[config.mk]
export PLATFORM = sky130hd
export DESIGN_NAME = delimited_command_frame_parser
export DESIGN_NICKNAME = d
export VERILOG_FILES = /design/src/hdl/dcfp_pkg.sv /design/src/hdl/delimited_command_frame_parser.sv
export SDC_FILE = /design/constraint.sdc
export NUM_CORES = 1
export LEC_CHECK = 0
export BUFFER_PORTS_ARGS = -buffer_cell sky130_fd_sc_hd__buf_2
export CAP_MARGIN = 15
export CORE_AREA = 2 2 120 122
export DETAILED_ROUTE_END_ITERATION = 6
export DIE_AREA = 0 0 122 124
export GPL_TIMING_DRIVEN = 0
export PLACE_DENSITY = 0.78
export SYNTH_ARGS = -nofsm -noshare
export SYNTH_HDL_FRONTEND = slang
export SYNTH_SLANG_ARGS = --single-unit
export TNS_END_PERCENT = 20
[constraint.sdc]
create_clock -name clk -period 10.8 [get_ports clk]
set_clock_uncertainty 0.2 [all_clocks]
set_input_delay 1.08 -clock clk [delete_from_list [all_inputs] [get_ports clk]]
set_output_delay 1.08 -clock clk [all_outputs]
set_load 0.05 [all_outputs]
[src/hdl/dcfp_pkg.sv]
// Shared types and constants for the delimited command frame parser.
package dcfp_pkg;

    localparam int TEXT_MAX_DEFAULT = 95;

    localparam int BYTE_W  = 8;
    localparam int KIND_W  = 2;
    localparam int INDEX_W = 3;
    localparam int VALUE_W = 32;
    localparam int CHAR_W  = 7;
    localparam int LEN_W   = 7;

    typedef logic [KIND_W-1:0] kind_t;

    localparam kind_t KIND_NUM_DONE  = 2'd0;
    localparam kind_t KIND_TEXT_BYTE = 2'd1;
    localparam kind_t KIND_TEXT_DONE = 2'd2;
    localparam kind_t KIND_ABORT     = 2'd3;

    localparam logic [INDEX_W-1:0] TEXT_FIELD    = 3'd7;
    localparam logic [INDEX_W-1:0] FIRST_HEX_FLD = 3'd5;

    localparam logic [BYTE_W-1:0] CH_DATA_LO = 8'd32;
    localparam logic [BYTE_W-1:0] CH_DATA_HI = 8'd122;
    localparam logic [BYTE_W-1:0] CH_SPACE   = 8'h20;
    localparam logic [BYTE_W-1:0] CH_PLUS    = 8'h2B;
    localparam logic [BYTE_W-1:0] CH_MINUS   = 8'h2D;
    localparam logic [BYTE_W-1:0] CH_OPEN    = 8'h7B;
    localparam logic [BYTE_W-1:0] CH_BAR     = 8'h7C;
    localparam logic [BYTE_W-1:0] CH_CLOSE   = 8'h7D;
    localparam logic [BYTE_W-1:0] CH_X_LO    = 8'h78;
    localparam logic [BYTE_W-1:0] CH_X_UP    = 8'h58;

endpackage

[src/hdl/delimited_command_frame_parser.sv]
// Frame parser top level: input byte register, field decode, result register.
//
//  channel | signals                                   | transfer when
//  --------+-------------------------------------------+---------------------------
//  input   | in_valid, in_ready, rx_byte               | in_valid && in_ready
//  output  | out_valid, out_ready, kind, field_index,  | out_valid && out_ready
//          | field_value, text_char, text_length,      |
//          | frame_end                                 |
//
// One byte per cycle unless a result stalls; byte register, then result register.
// Each byte is decoded combinationally; the x10 / x16 accumulate is a shift-add.
// Reset clears the parser to idle and empties both registers.
// A stalled result holds the byte register; in_ready drops only while both are full.
module delimited_command_frame_parser #(
    parameter int TEXT_MAX = dcfp_pkg::TEXT_MAX_DEFAULT
) (
    input  logic                                  clk,
    input  logic                                  rst_n,
    input  logic                                  in_valid,
    output logic                                  in_ready,
    input  logic [dcfp_pkg::BYTE_W-1:0]           rx_byte,
    output logic                                  out_valid,
    input  logic                                  out_ready,
    output logic [dcfp_pkg::KIND_W-1:0]           kind,
    output logic [dcfp_pkg::INDEX_W-1:0]          field_index,
    output logic signed [dcfp_pkg::VALUE_W-1:0]   field_value,
    output logic [dcfp_pkg::CHAR_W-1:0]           text_char,
    output logic [dcfp_pkg::LEN_W-1:0]            text_length,
    output logic                                  frame_end
);
    import dcfp_pkg::*;

    typedef enum logic [1:0] {
        ST_IDLE,
        ST_FIELD,
        ST_DONE
    } state_t;

    state_t               state_reg, state_next;
    logic [INDEX_W-1:0]   field_reg, field_next;
    logic [VALUE_W-1:0]   accum_reg, accum_next;
    logic                 neg_reg, neg_next;
    logic                 started_reg, started_next;
    logic                 stopped_reg, stopped_next;
    logic                 digit_seen_reg, digit_seen_next;
    logic                 zero_lead_reg, zero_lead_next;
    logic [LEN_W-1:0]     text_count_reg, text_count_next;

    logic                 stage_valid_reg;
    logic [BYTE_W-1:0]    stage_byte_reg;

    logic                 out_valid_reg;
    kind_t                kind_reg, kind_next;
    logic [INDEX_W-1:0]   index_reg;
    logic [VALUE_W-1:0]   value_reg, value_next;
    logic [CHAR_W-1:0]    char_reg, char_next;
    logic [LEN_W-1:0]     len_reg, len_next;
    logic                 end_reg, end_next;
    logic                 produce;

    logic                 advance;
    logic [BYTE_W-1:0]    b;
    logic                 is_data;
    logic                 is_term;
    logic                 hex;
    logic                 digit_ok;
    logic [3:0]           digit;
    logic [VALUE_W-1:0]   accum_scaled;

    assign b        = stage_byte_reg;
    assign advance  = stage_valid_reg && (!out_valid_reg || out_ready);
    assign in_ready = !stage_valid_reg || advance;

    assign is_data = (b >= CH_DATA_LO) && (b <= CH_DATA_HI);
    assign is_term = (b == CH_BAR) || (b == CH_CLOSE);
    assign hex     = (field_reg >= FIRST_HEX_FLD);

    always_comb
    begin
        digit_ok = 1'b0;
        digit    = '0;
        if (b >= 8'h30 && b <= 8'h39)
        begin
            digit_ok = 1'b1;
            digit    = 4'(b - 8'h30);
        end
        else if (hex && b >= 8'h61 && b <= 8'h66)
        begin
            digit_ok = 1'b1;
            digit    = 4'(b - 8'h61 + 8'd10);
        end
        else if (hex && b >= 8'h41 && b <= 8'h46)
        begin
            digit_ok = 1'b1;
            digit    = 4'(b - 8'h41 + 8'd10);
        end
    end

    assign accum_scaled = hex ? {accum_reg[VALUE_W-5:0], 4'b0000}
                              : ({accum_reg[VALUE_W-4:0], 3'b000}
                                 + {accum_reg[VALUE_W-2:0], 1'b0});

    always_comb
    begin
        state_next      = state_reg;
        field_next      = field_reg;
        accum_next      = accum_reg;
        neg_next        = neg_reg;
        started_next    = started_reg;
        stopped_next    = stopped_reg;
        digit_seen_next = digit_seen_reg;
        zero_lead_next  = zero_lead_reg;
        text_count_next = text_count_reg;
        produce         = 1'b0;
        kind_next       = KIND_ABORT;
        value_next      = '0;
        char_next       = '0;
        len_next        = '0;
        end_next        = 1'b0;

        if (b == CH_OPEN)
        begin
            state_next      = ST_FIELD;
            field_next      = '0;
            accum_next      = '0;
            neg_next        = 1'b0;
            started_next    = 1'b0;
            stopped_next    = 1'b0;
            digit_seen_next = 1'b0;
            zero_lead_next  = 1'b0;
            text_count_next = '0;
        end
        else if (state_reg == ST_FIELD)
        begin
            if (is_data)
            begin
                if (field_reg == TEXT_FIELD)
                begin
                    if (text_count_reg < LEN_W'(TEXT_MAX))
                    begin
                        text_count_next = text_count_reg + 1'b1;
                        produce         = 1'b1;
                        kind_next       = KIND_TEXT_BYTE;
                        char_next       = b[CHAR_W-1:0];
                    end
                end
                else if (!stopped_reg)
                begin
                    if (!started_reg && b == CH_SPACE)
                    begin
                        started_next = 1'b0;
                    end
                    else if (!started_reg && (b == CH_PLUS || b == CH_MINUS))
                    begin
                        started_next = 1'b1;
                        neg_next     = (b == CH_MINUS);
                    end
                    else if (hex && zero_lead_reg && (b == CH_X_LO || b == CH_X_UP))
                    begin
                        zero_lead_next = 1'b0;
                    end
                    else if (!digit_ok)
                    begin
                        stopped_next = 1'b1;
                    end
                    else
                    begin
                        zero_lead_next  = !digit_seen_reg && (digit == 4'd0);
                        digit_seen_next = 1'b1;
                        started_next    = 1'b1;
                        accum_next      = accum_scaled + VALUE_W'(digit);
                    end
                end
            end
            else
            begin
                produce         = 1'b1;
                accum_next      = '0;
                neg_next        = 1'b0;
                started_next    = 1'b0;
                stopped_next    = 1'b0;
                digit_seen_next = 1'b0;
                zero_lead_next  = 1'b0;
                if (is_term)
                begin
                    end_next = (b == CH_CLOSE);
                    if (field_reg == TEXT_FIELD)
                    begin
                        kind_next = KIND_TEXT_DONE;
                        len_next  = text_count_reg;
                    end
                    else
                    begin
                        kind_next  = KIND_NUM_DONE;
                        value_next = neg_reg ? (VALUE_W'(0) - accum_reg) : accum_reg;
                    end
                    if (b == CH_CLOSE)
                        state_next = ST_DONE;
                    else if (field_reg == TEXT_FIELD)
                        state_next = ST_IDLE;
                    else
                        field_next = field_reg + 1'b1;
                end
                else
                begin
                    kind_next  = KIND_ABORT;
                    state_next = ST_IDLE;
                end
            end
        end
    end

    always_ff @(posedge clk or negedge rst_n)
    begin
        if (!rst_n)
        begin
            state_reg       <= ST_IDLE;
            field_reg       <= '0;
            accum_reg       <= '0;
            neg_reg         <= 1'b0;
            started_reg     <= 1'b0;
            stopped_reg     <= 1'b0;
            digit_seen_reg  <= 1'b0;
            zero_lead_reg   <= 1'b0;
            text_count_reg  <= '0;
            stage_valid_reg <= 1'b0;
            out_valid_reg   <= 1'b0;
        end
        else
        begin
            if (in_valid && in_ready)
                stage_valid_reg <= 1'b1;
            else if (advance)
                stage_valid_reg <= 1'b0;

            if (advance)
            begin
                state_reg      <= state_next;
                field_reg      <= field_next;
                accum_reg      <= accum_next;
                neg_reg        <= neg_next;
                started_reg    <= started_next;
                stopped_reg    <= stopped_next;
                digit_seen_reg <= digit_seen_next;
                zero_lead_reg  <= zero_lead_next;
                text_count_reg <= text_count_next;
                out_valid_reg  <= produce;
            end
            else if (out_ready)
            begin
                out_valid_reg <= 1'b0;
            end
        end
    end

    always_ff @(posedge clk)
    begin
        if (in_valid && in_ready)
            stage_byte_reg <= rx_byte;
        if (advance && produce)
        begin
            kind_reg  <= kind_next;
            index_reg <= field_reg;
            value_reg <= value_next;
            char_reg  <= char_next;
            len_reg   <= len_next;
            end_reg   <= end_next;
        end
    end

    assign out_valid   = out_valid_reg;
    assign kind        = kind_reg;
    assign field_index = index_reg;
    assign field_value = value_reg;
    assign text_char   = char_reg;
    assign text_length = len_reg;
    assign frame_end   = end_reg;

endmodule
==> impl_table.tex <==
\begin{tabular}{lr}
\hline
Metric & Value \\
\hline
\multicolumn{2}{l}{\textbf{Status}} \\
Result of the run & finished, final reports clean \\
\multicolumn{2}{l}{\textbf{Clocking}} \\
Buffer depth of the longest clock path & 2 \\
Inserted Clock Buffers & 9 \\
Total number of clock tree sinks & 111 \\
H-tree Lvls & 3 \\
Clock root buffer & sky130\_fd\_sc\_hd\_\_clkbuf\_16 \\
Clock tree from TritonCTS & built \\
Worst-path clk slew & 0.07 ns \\
Clock insertion delay at the later pin of the skew report & 0.34 ns \\
Setup repair bufs after CTS & 0 \\
Post-CTS resize count & 0 \\
Post-CTS Hold Fix Bufs & 0 \\
\multicolumn{2}{l}{\textbf{Global routing}} \\
All-layer global routing usage & 27.8\% \\
Vias in the first global route & 6,782 \\
Total gr overflow & 0 \\
First-pass GRT wire length & 33,200 um \\
Maximum number of pins on one net before global-route repair & 52 \\
Number of antenna violations at the first check in global routing & 0 \\
\multicolumn{2}{l}{\textbf{Worst setup path}} \\
End of the worst register-to-register path & accum\_reg[23] \\
Number of buffers and inverters on the critical path & 5 \\
R2R Setup Slk & 5.27 ns \\
CP Cell Sequence & inv\_1 -> ha\_1 -> o21a\_1 -> clkbuf\_8 -> buf\_2 -> nand2\_1 -> nor4\_1 -> nor2b\_1 -> o21ai\_0 -> nand2\_1 -> inv\_1 -> fa\_1 -> inv\_1 -> a21oi\_1 -> nor3\_1 -> and4\_4 -> nand4\_4 -> nor4\_2 -> and3\_1 -> xnor2\_1 -> o21ai\_1 \\
Kind of critical path & reg2reg \\
Crit path from & field\_reg[1] \\
Critical path depth in cells & 21 \\
Start of the worst register-to-register path & field\_reg[1] \\
Worst stage delay on the critical path & 0.68 ns \\
Arrival time at the worst endpoint & 5.54 ns \\
CP Capture Point & accum\_reg[23] \\
Highest-delay cell along the critical path & sky130\_fd\_sc\_hd\_\_nor4\_1 \\
Worst path required time & 10.82 ns \\
Critical path peak fanout & 10 \\
Category of cells accounting for the largest share of critical-path delay & simple AND/OR/NAND/NOR gates \\
CP Launch Type & flop \\
Number of cells on the worst reg-to-reg path & 21 \\
Cell with the most instances on the worst path & sky130\_fd\_sc\_hd\_\_inv\_1 \\
Crit. End Element & flop \\
\multicolumn{2}{l}{\textbf{Timing}} \\
Final Max Tran Viols & 0 \\
Time the worst path needs with I/O delays and setup & 5.53 ns \\
Max\_slew headroom & 40.0\% \\
Setup repair after global routing missed its margin & false \\
Worst Tran Pin Value & 0.877 ns \\
Number of failing setup endpoints in the final timing report & 0 \\
Share of the clock period used by the worst path after layout & 51.2\% \\
Setup\_tns & 0 ns \\
Endpoints failing hold & 0 \\
FMAX & 181 MHz \\
\multicolumn{2}{l}{\textbf{Drt}} \\
Routed Antenna Nets & 0 \\
Routed via count divided by cell count & 6.14 \\
Detailed-route DRC error count & 0 \\
Detailed-router iteration count before antenna repair & 6 \\
Iteration-0 DRC Markers & 623 \\
Routed wire length & 20,200 um \\
Number of vias in the routed layout & 7,219 \\
Wire length per cell after detailed routing & 17.2 um \\
\multicolumn{2}{l}{\textbf{Power}} \\
Design Power & 868 uW \\
Peak VDD IR & 0.0000766 V \\
Leakage power & 0.00382 uW \\
Power Dens Cells & 96.4 nW/um\^{}2 \\
\multicolumn{2}{l}{\textbf{Synth}} \\
Number of warnings reported in the yosys synthesis log & 0 \\
Netlist area before placement & 8100 sq um \\
Primary flip-flop cell chosen by synthesis mapping & sky130\_fd\_sc\_hd\_\_edfxtp\_1 \\
EDFF count, synth & 60 \\
Post-synth top area cell & sky130\_fd\_sc\_hd\_\_edfxtp\_1 \\
Sequential area share after synthesis & 38.0\% \\
Yosys cell types & 85 \\
Syn avg cell area & 8.88 sq um \\
Share of flip-flops with an asynchronous set or reset & 45.9\% \\
Largest cells by area after synthesis & sky130\_fd\_sc\_hd\_\_edfxtp\_1, sky130\_fd\_sc\_hd\_\_dfrtp\_1, sky130\_fd\_sc\_hd\_\_ha\_1, sky130\_fd\_sc\_hd\_\_nand2\_1, sky130\_fd\_sc\_hd\_\_xor2\_1 \\
Count of mapped cells out of synthesis & 912 \\
Yosys top cell area share & 22.2\% \\
Nets in the synthesized netlist & 966 \\
Flip-flop and latch count after synthesis & 111 \\
\multicolumn{2}{l}{\textbf{Die}} \\
Die boundary width & 122 um \\
Ports placed on the boundary & 66 \\
Initial Util & 59.1\% \\
Area inside the core boundary & 13,700 sq um \\
Height of the die & 124 um \\
Total number of placement rows & 43 \\
Area of the die & 15,100 sq um \\
\multicolumn{2}{l}{\textbf{Cells and area}} \\
Register area & 3080 sq um \\
Multi-input logic area & 4740 sq um \\
Number of fill cells in the layout & 1,124 \\
Fraction of the core area covered by cells at the end of the flow & 65.6\% \\
Proportion of layout cells with a drive suffix above 1 & 12.9\% \\
Nets & 1,045 \\
Final Non-Filler Cells & 1,175 \\
Area overhead of the layout relative to synthesis & 11.1\% \\
Final design instance area without fill & 9000 sq um \\
Diode insertion count for antenna repair & 0 \\
\multicolumn{2}{l}{\textbf{Place}} \\
Post-detailed-placement cell area & 8690 sq um \\
Cell count after placement & 1,159 \\
Input/output buffers & 65 \\
Routability Congestion & 0.934 \\
Detailed Place HPWL & 15,600 um \\
\multicolumn{2}{l}{\textbf{Min path}} \\
Hold crit path type & reg2reg \\
Launch instance of the worst min-delay path & stopped\_reg \\
Number of cells on the worst hold path & 2 \\
\multicolumn{2}{l}{\textbf{Job}} \\
Max-capacitance violation count & 0 \\
\hline
\end{tabular}
-- through the flow --
| step | setup slack, ns | hold WS [ns] |
|---|---|---|
| 6_report | 5.27 | 0.292 |
| 2_1_floorplan | 5.95 | 0.244 |
| 3_5_place_dp | 5.36 | 0.271 |
| 4_1_cts | 5.32 | 0.287 |
| 3_3_place_gp | 4.89 | 0.260 |
| 5_1_grt | 4.83 | 0.317 |
-- tightest hold or removal path, cell delays in order, from the launching register on --
cell and delay (ns):
sky130_fd_sc_hd__dfrtp_1 0.35, sky130_fd_sc_hd__nand2_1 0.05, sky130_fd_sc_hd__o21ai_0 0.06
-- worst min path at each step --
stage / endpoint
floorplan: zero_lead_reg
global placement: zero_lead_reg
detailed placement: zero_lead_reg
CTS: zero_lead_reg
global route: zero_lead_reg
finish: stopped_reg
-- where the power goes --
| part | internal [uW] | leakage (uW) | switching [uW] | total, uW |
|---|---|---|---|---|
| clock | 178 | 0.000135 | 143 | 321 |
| sequential | 459 | 0.00133 | 12.0 | 471 |
| combinational | 23.9 | 0.00236 | 52.8 | 76.7 |
-- cell usage after synthesis, drive strengths merged, types with 16 or more instances --
cell type	instances
and2	16
nand3	26
nor3	25
o31ai	30
inv	22
a21oi	52
nor2	89
and3	16
dfrtp	51
xor2	44
clkbuf	26
o21ai	74
nand2	127
edfxtp	60
xnor2	23
ha	40
-- area by class of cell --
| cell class | instances | area share (%) |
|---|---|---|
| clock buffers | 9 | 2.50 |
| multi-input cells | 741 | 52.6 |
| well taps | 180 | 2.50 |
| repair buffers | 68 | 4.18 |
| clock inverters | 6 | 0.695 |
| flip-flops and latches | 111 | 34.2 |
| inverters | 22 | 0.917 |
| plain buffers | 38 | 2.39 |
-- per-layer routing --
metal  up-vias  share of wire [%]  wire length, um  GRT usage [%]
met5         -                  0                0              0
met4         0                2.6              527           10.4
met3        39                5.9             1190           3.21
met2       284                 48             9780           47.3
met1      3367                 43             8670           36.6
li1       3529                  -                -              -
-- kinds of logic after synthesis --
kind of cell / count (synthesis) / share of synthesized area [%]
compound gates: 252 / 20.8
buf+inv: 60 / 3.68
flops: 111 / 38.0
fa+ha+maj: 42 / 6.67
mux: 7 / 0.865
xor+xnor: 67 / 7.24
simple gates: 373 / 22.7
-- cell usage in the layout, fill, tap and decap left out, types with 4 or more instances in the layout --
cell type,n
sky130_fd_sc_hd__a21oi_1,49
sky130_fd_sc_hd__clkbuf_16,9
sky130_fd_sc_hd__xor2_1,44
sky130_fd_sc_hd__o41ai_1,7
sky130_fd_sc_hd__o21ai_0,63
sky130_fd_sc_hd__o31ai_1,27
sky130_fd_sc_hd__o21ai_1,10
sky130_fd_sc_hd__and3_1,16
sky130_fd_sc_hd__clkbuf_1,20
sky130_fd_sc_hd__nand2_1,125
sky130_fd_sc_hd__o2111ai_1,4
sky130_fd_sc_hd__nor2_1,89
sky130_fd_sc_hd__mux2i_1,7
sky130_fd_sc_hd__o21a_1,10
sky130_fd_sc_hd__nand2b_1,13
sky130_fd_sc_hd__nand3_1,26
sky130_fd_sc_hd__a31oi_1,11
sky130_fd_sc_hd__dfrtp_1,51
sky130_fd_sc_hd__o211ai_1,9
sky130_fd_sc_hd__a21o_1,8
sky130_fd_sc_hd__nor3_1,23
sky130_fd_sc_hd__and4_1,5
sky130_fd_sc_hd__buf_2,73
sky130_fd_sc_hd__edfxtp_1,60
sky130_fd_sc_hd__inv_1,22
sky130_fd_sc_hd__ha_1,40
sky130_fd_sc_hd__nor2b_1,8
sky130_fd_sc_hd__or3_1,10
sky130_fd_sc_hd__clkbuf_8,5
sky130_fd_sc_hd__o21bai_1,8
sky130_fd_sc_hd__nand4_1,12
sky130_fd_sc_hd__a211oi_1,4
sky130_fd_sc_hd__xnor2_1,23
sky130_fd_sc_hd__and2_1,15
No activity file was read; power rests on OpenSTA's default activity.
